File: config.mk
export PLATFORM = sky130hd
export DESIGN_NAME = tcw_addr_unit
export DESIGN_NICKNAME = d
export VERILOG_FILES = /design/src/design/tcw_addr_unit.sv
export SDC_FILE = /design/constraint.sdc
export NUM_CORES = 1
export LEC_CHECK = 0
export BUFFER_PORTS_ARGS = -buffer_cell sky130_fd_sc_hd__buf_2
export CORE_AREA = 4 4 41 43
export DETAILED_ROUTE_END_ITERATION = 10
export DIE_AREA = 0 0 45 47
export GPL_ROUTABILITY_DRIVEN = 1
export GPL_TIMING_DRIVEN = 0
export PLACE_DENSITY = 0.61
export SYNTH_ARGS = -nofsm -noshare
export SYNTH_HDL_FRONTEND = slang
export SYNTH_SLANG_ARGS = --single-unit
File: constraint.sdc
create_clock -name vclk -period 1.9
set_clock_uncertainty 0.2 [all_clocks]
set_input_delay 0.095 -clock vclk [all_inputs]
set_output_delay 0.095 -clock vclk [all_outputs]
set_load 0.01 [all_outputs]
File: src/design/tcw_addr_unit.sv
// shared cell address unit: row * COLS + col
// no dependencies; one instance serves cursor writes and cell reads
`default_nettype none

module tcw_addr_unit #(
  parameter int ROWS = 25,
  parameter int COLS = 80
) (
  input  wire [$clog2(ROWS)-1:0]        row,
  input  wire [$clog2(COLS)-1:0]        col,
  output logic [$clog2(ROWS*COLS)-1:0]  addr
);

  localparam int AW = $clog2(ROWS * COLS);

  // constant multiply and add
  assign addr = AW'(AW'(row) * AW'(COLS) + AW'(col));

endmodule

`default_nettype wire

Yosys cells after proc, flatten, opt, wreduce, memory -nomap -nowiden
Index checks and enable logic that the tools add are counted.
{ "classes": {"mul": 1, "n_addsub": 1} }
{ "ops": {"columns": ["operator", "count"], "rows": [
  ["$add A11 B7 Y11", 1],
  ["$mul A5 B3 Y7 const B", 1]
]} }
{ "totals": {"ff_bits": 0, "output_inout_bits": 11} }

Logic depth before layout (Yosys ltp)
{ "depth": {"word_depth": 2, "ltp_mapped": 7} }

Worst setup path before layout
OpenSTA, ideal clock, no wires.
{ "synth_path": {"kind": "input port to output port", "from": "input port row[1]", "to": "output port addr[10]", "cell_stages": 7, "n_path_buf": 0, "path_slack_ps": -55, "t_arrival_ps": 1660, "path_cell_list": "ha_1 > ha_1 > fa_1 > xor2_1 > nand4_1 > xnor2_1 > xnor2_1"} }
{ "synth_between": {"elab_chain_cells": 2} }
{ "synth_rtl": {"columns": ["element", "line_no", "rtl"], "rows": [
  ["start, declared", "9", "input wire [$clog2(ROWS)-1:0] row,"],
  ["$mul A5 B3 Y7", "17", "assign addr = AW'(AW'(row) * AW'(COLS) + AW'(col));"],
  ["$add A11 B7 Y11", "17", null],
  ["end, declared", "11", "output logic [$clog2(ROWS*COLS)-1:0] addr"]
]} }
Every way passes these cells.

Worst setup path in the final report
{ "layout_path": {"from": "input port row[3]", "to": "output port addr[10]"} }
Same word-level chain as after synthesis.

==> results.toml <==
[status]
status = "finished, violations left"
violations = "negative setup slack"

[layout]
areaGrowthSynthToFinish_pct = 67.2
nets = 77
multi_input_area_um2 = 317
fin_area_um2 = 492
layout-drive-gt1-share_pct = 61.5
seq_cell_count = 0
n_fill_cell = 151
regArea_um2 = 0
n_antenna_cell = 0
nClkBuffers = 0

[floorplan]
rows = 13
die_x_um = 45
start_util_pct = 22.6
core_area_um2 = 1300
die-area_um2 = 2120
io_pins = 23
fp.dieH_um = 47

[global_routing]
grt_remaining_overflow = 0
grt_pass1_vias = 288
grt_pass1_wl_um = 1090
grt_max_degree = 5
antenna_found_initial = 0
grt_usage_pct = 6.47

[synth]
syn_area_um2 = 294
postSynthCellCount = 31
yosysMostFrequentCell = "ha_1"
syn-num-nets = 54
yosys.area.top_type = "ha_1"
synth-seq-area-share_pct = 0
synth_cell_types = 10
avgSynthCellArea_um2 = 9.48
yosys-top-cells-area = "ha_1 38%, fa_1 14%, xnor2_1 12%"
synth_common_cells = "9 x ha_1, 4 x buf_4, 4 x xnor2_1"
synth_largest_type_area_fraction_pct = 38.3
ys_warn_count = 0

[routing]
wirelength_um = 649
postRouteAntennaNets = 0
wl_per_cell_um = 9.69
drc = 0
vias = 279
drt-pass1-iter-count = 2
drtIter0Drc = 4
vias_per_cell = 4.16

[timing]
layout_setup_ws_ns = -0.0777
rsz0062_at_grt = "true"
period_share_pct = 104
fmax_ghz = 0.506
tightestPinTransition_ns = 0.262
slew_violations = 0
setup_viol = 2
finalHoldViolations = 0
setup_tns_ns = -0.145
min_period_ns = 1.98
relSlewSlack_pct = 82.5

[place]
dp_hpwl_um = 579
place_ws_ns = -0.257
gp_congestion = 0.644
portBuffers = 19
place_area_um2 = 425

[critical_path]
cp_max_fo = 2
cp-end-kind = "primary output"
path_class = "in -> out"
cp_data_arrival_time_ns = 1.68
cp.required_ns = 1.60
setup.worst_path.start_class = "input port"

[hold_path]
hold_path_startpoint = "col[3]"
min_path_type = "in -> out"
min_path_cells = 2
min_to = "addr[3]"

[flow_run]
drv_cap = 0

[power]
pwr_density_cell_nw_per_um2 = 405
p_leak_nw = 0.255
ir_worst_vdd_v = 0.000175
[kinds of logic after synthesis]
| kind of cell | share of synthesized area (%) |
|---|---|
| XOR/XNOR | 20.9 |
| AND/OR/NAND/NOR | 5.96 |
| buffers and inverters | 10.2 |
| adder cells (fa/ha/maj) | 51.9 |
| AO/OA/AOI/OAI | 11.1 |
[cells in the final DEF, fill, tap and decap left out]
cell	instances
ha_2	1
buf_4	6
ha_1	5
nand2_1	2
nor2_2	1
buf_8	1
fa_2	1
buf_6	1
ha_4	3
nand4_1	1
xnor2_1	4
a21oi_1	2
xor2_1	2
buf_2	17
a21o_1	3
fa_1	1
xor2_2	1
[power breakdown]
part           internal, W  leakage [nW]  switching (W)
clock network            0             0              0
logic             0.000106         0.255      0.0000933
registers                0             0              0
[area by class of cell]
cell class	instances	area share [%]
multi-input combinational	27	64.4
buffer	4	6.11
timing repair buffer	21	25.7
tap	15	3.82
[worst max-delay path: stages]
cell and delay, ns:
buf_8 0.10, ha_4 0.24, ha_4 0.16, fa_2 0.53, nand4_1 0.10, xnor2_1 0.19, xnor2_1 0.13, buf_2 0.14
[routing by layer]
layer	vias up	track usage, %	share of wire, %	routed length (um)
met2	12	13.6	50	322
met4	0	0	0	0
met3	0	1.15	12	79
met5	-	0	0	0
met1	121	7.03	38	247
li1	146	-	-	-
[timing repair]
item	CTS	global route
endpoints found under the setup margin	2	2
buffers inserted	2	0
hold buffers	0	0
pin swaps	7	1
resized for setup	9	1
cloned	0	0
[through the flow]
stage                     hold WS, ns  power [W]  std cells  utilization [%]
after CTS                       0.177   0.000201         67             37.6
final                           0.175   0.000199         67             37.8
after global routing            0.181   0.000223         67             37.8
after global placement          0.176   0.000170         65             32.7
after detailed placement        0.176   0.000173         65             32.7
after floorplan                0.0661   0.000113         31                -
[worst max-delay path by stage]
stage	startpoint	end	slack, ns	cells past startpoint
floorplan	row[1]	addr[10]	0.03	7
finish	row[3]	addr[10]	-0.08	8
detailed placement	row[1]	addr[10]	-0.26	9
CTS	row[3]	addr[10]	-0.10	9
global placement	row[1]	addr[10]	-0.24	9
global route	row[3]	addr[10]	-0.17	9
Power figures use the tool's default switching activity.
