`src/design/tcw_pkg.sv`:
```
// shared types and constants for the text terminal cell writer
// no dependencies; imported by the sweep engine and the top level
`default_nettype none

package tcw_pkg;

  // control characters
  localparam logic [7:0] CH_FF    = 8'h0C;
  localparam logic [7:0] CH_CR    = 8'h0D;
  localparam logic [7:0] CH_LF    = 8'h0A;
  localparam logic [7:0] CH_BEL   = 8'h07;
  localparam logic [7:0] CH_SPACE = 8'h20;

  // request from the sequencer to the sweep engine
  typedef struct packed {
    logic go_clear;
    logic go_scroll;
  } sweep_cmd_t;

  // sweep engine status
  typedef struct packed {
    logic busy;
    logic done;
  } sweep_stat_t;

endpackage

`default_nettype wire

```
`src/design/tcw_sweep.sv`:
```
// sweep engine: walks the cell store to clear it or scroll it up one row
// depends on tcw_pkg for the command and status structs and the space code
`default_nettype none

module tcw_sweep
  import tcw_pkg::*;
#(
  parameter int ROWS = 25,
  parameter int COLS = 80
) (
  input  wire                            clk,
  input  wire                            rst,
  input  sweep_cmd_t                     cmd,
  output sweep_stat_t                    stat,
  input  wire [7:0]                      rdata,
  output logic [$clog2(ROWS*COLS)-1:0]   raddr,
  output logic                           we,
  output logic [$clog2(ROWS*COLS)-1:0]   waddr,
  output logic [7:0]                     wdata
);

  localparam int AW    = $clog2(ROWS * COLS);
  localparam int CELLS = ROWS * COLS;
  localparam logic [AW-1:0] LAST_ROW_BASE = AW'((ROWS - 1) * COLS);
  localparam logic [AW-1:0] LAST_CELL     = AW'(CELLS - 1);

  localparam logic [1:0] SW_IDLE = 2'd0;
  localparam logic [1:0] SW_COPY = 2'd1;
  localparam logic [1:0] SW_FILL = 2'd2;

  logic [1:0]    phase;
  logic [AW-1:0] cnt;
  logic          done;

  // phase and walk counter
  always_ff @(posedge clk) begin
    if (rst) begin
      phase <= SW_IDLE;
      cnt   <= '0;
      done  <= 1'b0;
    end else begin
      done <= 1'b0;
      unique case (phase)
        SW_IDLE: begin
          if (cmd.go_clear) begin
            phase <= SW_FILL;
            cnt   <= '0;
          end else if (cmd.go_scroll) begin
            phase <= SW_COPY;
            cnt   <= '0;
          end
        end
        SW_COPY: begin
          if (cnt == LAST_ROW_BASE) begin
            phase <= SW_FILL;
          end else begin
            cnt <= cnt + AW'(1);
          end
        end
        SW_FILL: begin
          if (cnt == LAST_CELL) begin
            phase <= SW_IDLE;
            done  <= 1'b1;
          end else begin
            cnt <= cnt + AW'(1);
          end
        end
        default: begin
          phase <= SW_IDLE;
        end
      endcase
    end
  end

  // copy reads one row ahead; the registered read data is written in the next cycle, one cell behind
  always_comb begin
    raddr = (cnt == LAST_ROW_BASE) ? '0 : AW'(cnt + AW'(COLS));
    we    = 1'b0;
    waddr = cnt;
    wdata = CH_SPACE;
    if (phase == SW_COPY) begin
      we    = (cnt != '0);
      waddr = cnt - AW'(1);
      wdata = rdata;
    end else if (phase == SW_FILL) begin
      we = 1'b1;
    end
  end

  assign stat.busy = (phase != SW_IDLE);
  assign stat.done = done;

endmodule

`default_nettype wire

```
`config.mk`:
```
export PLATFORM = sky130hd
export DESIGN_NAME = tcw_sweep
export DESIGN_NICKNAME = d
export VERILOG_FILES = /design/src/design/tcw_pkg.sv /design/src/design/tcw_sweep.sv
export SDC_FILE = /design/constraint.sdc
export NUM_CORES = 1
export LEC_CHECK = 0
export ABC_AREA = 1
export ABC_CLOCK_PERIOD_IN_PS = 4500
export BUFFER_PORTS_ARGS = -buffer_cell sky130_fd_sc_hd__buf_2
export CAP_MARGIN = 20
export CELL_PAD_IN_SITES_DETAIL_PLACEMENT = 1
export CELL_PAD_IN_SITES_GLOBAL_PLACEMENT = 2
export CORE_ASPECT_RATIO = 0.5
export CORE_UTILIZATION = 28
export DETAILED_ROUTE_END_ITERATION = 8
export GPL_ROUTABILITY_DRIVEN = 1
export MAX_ROUTING_LAYER = met4
export PLACE_DENSITY_LB_ADDON = 0.08
export SLEW_MARGIN = 20
export SYNTH_ARGS = -nofsm -noshare
export SYNTH_HDL_FRONTEND = slang
export SYNTH_SLANG_ARGS = --single-unit
```
`constraint.sdc`:
```
create_clock -name clk -period 4.5 [get_ports clk]
set_clock_uncertainty 0.15 [all_clocks]
set_input_delay 0.675 -clock clk [delete_from_list [all_inputs] [get_ports clk]]
set_output_delay 0.675 -clock clk [all_outputs]
set_load 0.01 [all_outputs]
```
* After elaboration in Yosys (flattened, before gate mapping)
Index checks and enable logic that the tools add are counted.
Cells by class: multiplexer cells 16, $add $sub $neg 3, bitwise gates (word level) 1, reduce and logical (&&, ||, !) cells 7, equal/unequal tests 9
Operators with widths (number):
- $mux W11 | 6
- $pmux W11 S3 | 1
- $eq A11 B11 Y1 const B | 2
- $add A11 B1 Y11 const B | 1
- $add A11 B7 Y11 const B | 1
- $reduce_bool A11 Y1 | 1
- $sub A11 B1 Y11 const B | 1
- $mux W2 | 4
- $mux W8 | 1
- $ne A2 B2 Y1 const B | 4
- $pmux W2 S3 | 1
- $reduce_and A4 Y1 | 1
- $mux W1 | 3
- $ne A3 B3 Y1 const B | 1
- $reduce_and A3 Y1 | 1
- $reduce_bool A3 Y1 | 1
- $eq A2 B1 Y1 const B | 1
- $eq A2 B2 Y1 const B | 1
- $logic_not A2 Y1 | 1
- $reduce_bool A2 Y1 | 1
- $reduce_or A2 Y1 | 1
- $not A1 Y1 | 1
Word-level totals: bits of input ports 12, output and inout port bits 33, word-level logic and storage cells 39, bits in registers 14

* Longest topological paths before layout
depth in word-level cells 3, gate-level depth with buffers 10, mapped depth without buffers 10

* Worst setup path before layout
Ideal clock, no wire load.
path type reg-to-output, start point reg cnt[4], end point out raddr[9], path buffers 0, path slack 2.268 ns, cell stages (with the launch flop) 8, required time 3.675 ns, arrival time 1.407 ns, cells stage by stage dfxtp_1 > inv_1 > ha_1 > nand2_2 > nor2_4 > nand2_1 > inv_2 > a211oi_1
On the way: word-level cells in the longest chain between the ends 2, elaborated cells on any way between the ends 3, those cells by class add/sub: 1; eq/ne: 1; mux: 1
RTL lines:
- from (decl) | RTL line tcw_sweep.sv:32 | logic [AW-1:0] cnt;
- from (signal assigned) | RTL line tcw_sweep.sv:57 | cnt <= cnt + AW'(1);
- from (signal assigned) | RTL line tcw_sweep.sv:65 | cnt <= cnt + AW'(1);
- $add A11 B7 Y11 / $eq A11 B11 Y1 (equally long branches) | RTL line tcw_sweep.sv:77 | raddr = (cnt == LAST_ROW_BASE) ? '0 : AW'(cnt + AW'(COLS));
- $mux W11 (*) | RTL line tcw_sweep.sv:77
- to (decl) | RTL line tcw_sweep.sv:16 | output logic [$clog2(ROWS*COLS)-1:0] raddr,
Every way passes the cells marked *; elsewhere a longest branch is shown, timed or not.

* Worst setup path after layout
start point reg phase[1], end point out waddr[7]
On the way: word-level cells in the longest chain between the ends 2
RTL lines:
- from (decl) | RTL line tcw_sweep.sv:31 | logic [1:0] phase;
- from (signal assigned) | RTL line tcw_sweep.sv:38 | phase <= SW_IDLE;
- from (signal assigned) | RTL line tcw_sweep.sv:46 | phase <= SW_FILL;
- from (signal assigned) | RTL line tcw_sweep.sv:49 | phase <= SW_COPY;
- $eq A2 B1 Y1 | RTL line tcw_sweep.sv:81 | if (phase == SW_COPY) begin
- $mux W11 | RTL line tcw_sweep.sv:81
- to (decl) | RTL line tcw_sweep.sv:18 | output logic [$clog2(ROWS*COLS)-1:0] waddr,
Every way passes these cells.

==> flow_summary_export.csv <==
group,metric,value,unit
routing,vias,1714,
finish,final_common_cell,"nand2_1",
setup_path,r2r-end,"cnt[0]",
setup_path,path_common_cell,"nand2_1",
yosys,synth_cell_types,29,
setup_path,cp_max_fo,16,
power,leakagePower,0.9808,nW
routing,ant_nets,0,
cts,cts.hold.buffers_added,0,
job,cap_viol_max_count,0,
hold_path,holdCritStartpoint,"phase[1]",
cts,cts_tree,"yes",
setup_path,required,3.67,ns
routing,routed_wl,5119,µm
cts,cts_resized,0,
yosys,synthArstFlopShare,0,
floorplan,start_util,0.3027,
timing,setup_violations,0,
cts,post_cts_buffers,0,
setup_path,worst-path-buf-inv,2,
timing,hold_viol_final,0,
finish,nNetsFinal,315,
hold_path,worstHoldPathCells,2,
timing,rsz0062_at_grt,"no",
setup_path,reg2reg_depth,8,
cts,cts_made_buffers,3,
cts,cts.htree.levels,1,
yosys,netlist_instances,259,
cts,clockRootBuffer,"clkbuf_8",
setup_path,cp_slowest_cell,"ha_1",
grt,track_usage,0.1939,
power,post-layout-total-power,0.8452,mW
yosys,synthDominantCellAreaShare,0.1811,
floorplan,die_x,107.1,µm
routing,first_pass_iters,4,
grt,grt.overflow.total,0,
finish,drive_gt1_frac,0.2260,
place,gp_congestion,0.7952,
floorplan,num_rows,18,
timing,finalCritPeriodShare,0.6598,
cts,clock_latency,0.25,ns
setup_path,cp-start-kind,"flop",
yosys,yosys_warnings,0,
floorplan,die-area,0.005847,mm²
setup_path,crit_path_end_kind,"primary output",
cts,clock-sinks,14,
grt,grt_pass1_vias,1644,
yosys,syn_area,0.001548,mm²
place,place_inst,358,
yosys,syn_avg_cell_area,5.976,µm²
yosys,syn_nets,281,
timing,worst_slew_pin_slew,0.8485,ns
hold_path,min_to,"phase[1]",
routing,wl_per_cell,14.14,µm
yosys,ys_top_cells_by_area,"dfxtp_1 18%, nand2_1 16%, inv_1 11%, nor2_1 8.7%, ha_1 8.1%",
finish,filler_cell_count,724,
place,place_hpwl,4081,µm
setup_path,r2r-start,"phase[0]",
setup_path,critPathKind,"flop to primary output",
yosys,yosysTopAreaCell,"dfxtp_1",
routing,drc,0,
finish,area_growth,16.41,%
finish,most-common-layout-cells,"64 x nand2_1, 44 x inv_1, 44 x buf_2",
yosys,synth-seq-cells,14,
yosys,synth-edff-count,0,
setup_path,max_stage_delay,0.52,ns
timing,setup-tns-final,0,ns
timing,relSlewSlack,0.4322,
grt,grt_antenna_before_repair,0,
yosys,synth_ff_type,"dfxtp_1",
grt,grt_pass1_wl,8273,µm
routing,avgViaCountPerCell,4.735,
timing,drv_slew,0,
setup_path,arrival,2.14,ns
cts,clockBufferDepth,2,
hold_path,min_path_type,"flop to flop",
floorplan,die_h,54.57,µm
outcome,outcome,"finished, final reports clean",
setup_path,path_cells,"inv_1, ha_1, nand2_1, nor3_2, nand2_1, o21ai_0, nand3_1, buf_2",
timing,fmax,336.8,MHz
floorplan,pin_count,45,
setup_path,r2r_setup_slack,2.01,ns
floorplan,core-area,0.005112,mm²
setup_path,critPathTopFamily,"simple AND/OR/NAND/NOR gates",
power,vdd_drop_max,0.1454,mV
power,power.density,469.1,mW/mm²
yosys,ys_seq_area_frac,0.1811,
cts,clk_pin_slew,0.07,ns
timing,period_needed,2.969,ns
finish,n_antenna_cell,0,
finish,stdcell_count,362,
grt,grt_max_degree,17,
place,io_buffers,44,
routing,drtIter0Drc,66,
-- through the flow --
stage / cell area, µm² / hold WS, ns / setup WS [ns] / util
floorplan: 1548 / 0.3413 / 2.268 / -
finish: 1802 / 0.3924 / 1.531 / 0.3524
global route: 1802 / 0.4285 / 1.212 / 0.3524
detailed placement: 1747 / 0.3921 / 1.784 / 0.3417
global placement: 1747 / 0.3547 / 1.897 / 0.3417
CTS: 1802 / 0.4019 / 1.509 / 0.3524
-- worst reg2reg max path: stages, from the launching register on --
cell,delay [ns]
dfxtp_1,0.37
inv_1,0.09
ha_1,0.24
nand2_1,0.09
nor2_1,0.06
nor2_1,0.64
nand3_2,0.43
a21oi_1,0.26
nor2_1,0.07
-- synthesized netlist by cell type (2+ instances only) --
cell type   n
buf_4       5
ha_1       10
nand4_1    11
a31oi_1     2
dfxtp_1    14
nor3_1      6
inv_2       2
o21ai_0     6
nand3_2     3
nor2_4      3
nand2_2     4
inv_1      44
buf_6       4
buf_2       2
clkbuf_1    3
a21oi_1    12
nor2_1     36
nor2_2      2
xor2_1      7
nand3_1    10
a211oi_1    2
nand2_1    64
-- final cells by class --
| cell class | count | area (µm²) | area share |
|---|---|---|---|
| well taps | 70 | 87.58 | 0.04861 |
| clock buffers | 4 | 55.05 | 0.03056 |
| flip-flops and latches | 14 | 280.3 | 0.1556 |
| multi-input cells | 184 | 985.9 | 0.5472 |
| repair buffers | 44 | 220.2 | 0.1222 |
| inverters | 46 | 172.7 | 0.09583 |
-- report_power, final --
part | internal [mW] | switching (mW) | total (mW)
Combinational | 0.196 | 0.339 | 0.534
Sequential | 0.146 | 0.0355 | 0.181
Clock | 0.0777 | 0.0521 | 0.130
Total | 0.419 | 0.426 | 0.845
-- worst max path at each step --
stage                  start       end  cells after the start
floorplan             cnt[4]  raddr[9]                      7
global placement    phase[1]  waddr[8]                      7
detailed placement  phase[1]  waddr[8]                      7
CTS                 phase[1]  waddr[8]                      7
global route        phase[1]  waddr[9]                      7
finish              phase[1]  waddr[7]                      8
-- kinds of logic after synthesis --
family | share of synthesized area
xor gates and xnor gates | 0.03961
DFF | 0.1811
and+or+nand+nor | 0.4301
adders and majority gates | 0.08084
buffers and inverters | 0.1819
AOI/OAI and AO/OA | 0.08650
-- layer usage --
metal,GRT usage,routed length (µm),vias to the layer above
met5,-,0,-
met3,0.03810,246,2
met4,0.02511,13,0
met2,0.3312,2214,36
li1,-,-,866
met1,0.2481,2644,810
-- flip-flops by register name, summed over array words and instances (netlist names) --
name and cells:
phase 2, cnt 11, done 1
Power figures use the tool's default switching activity.
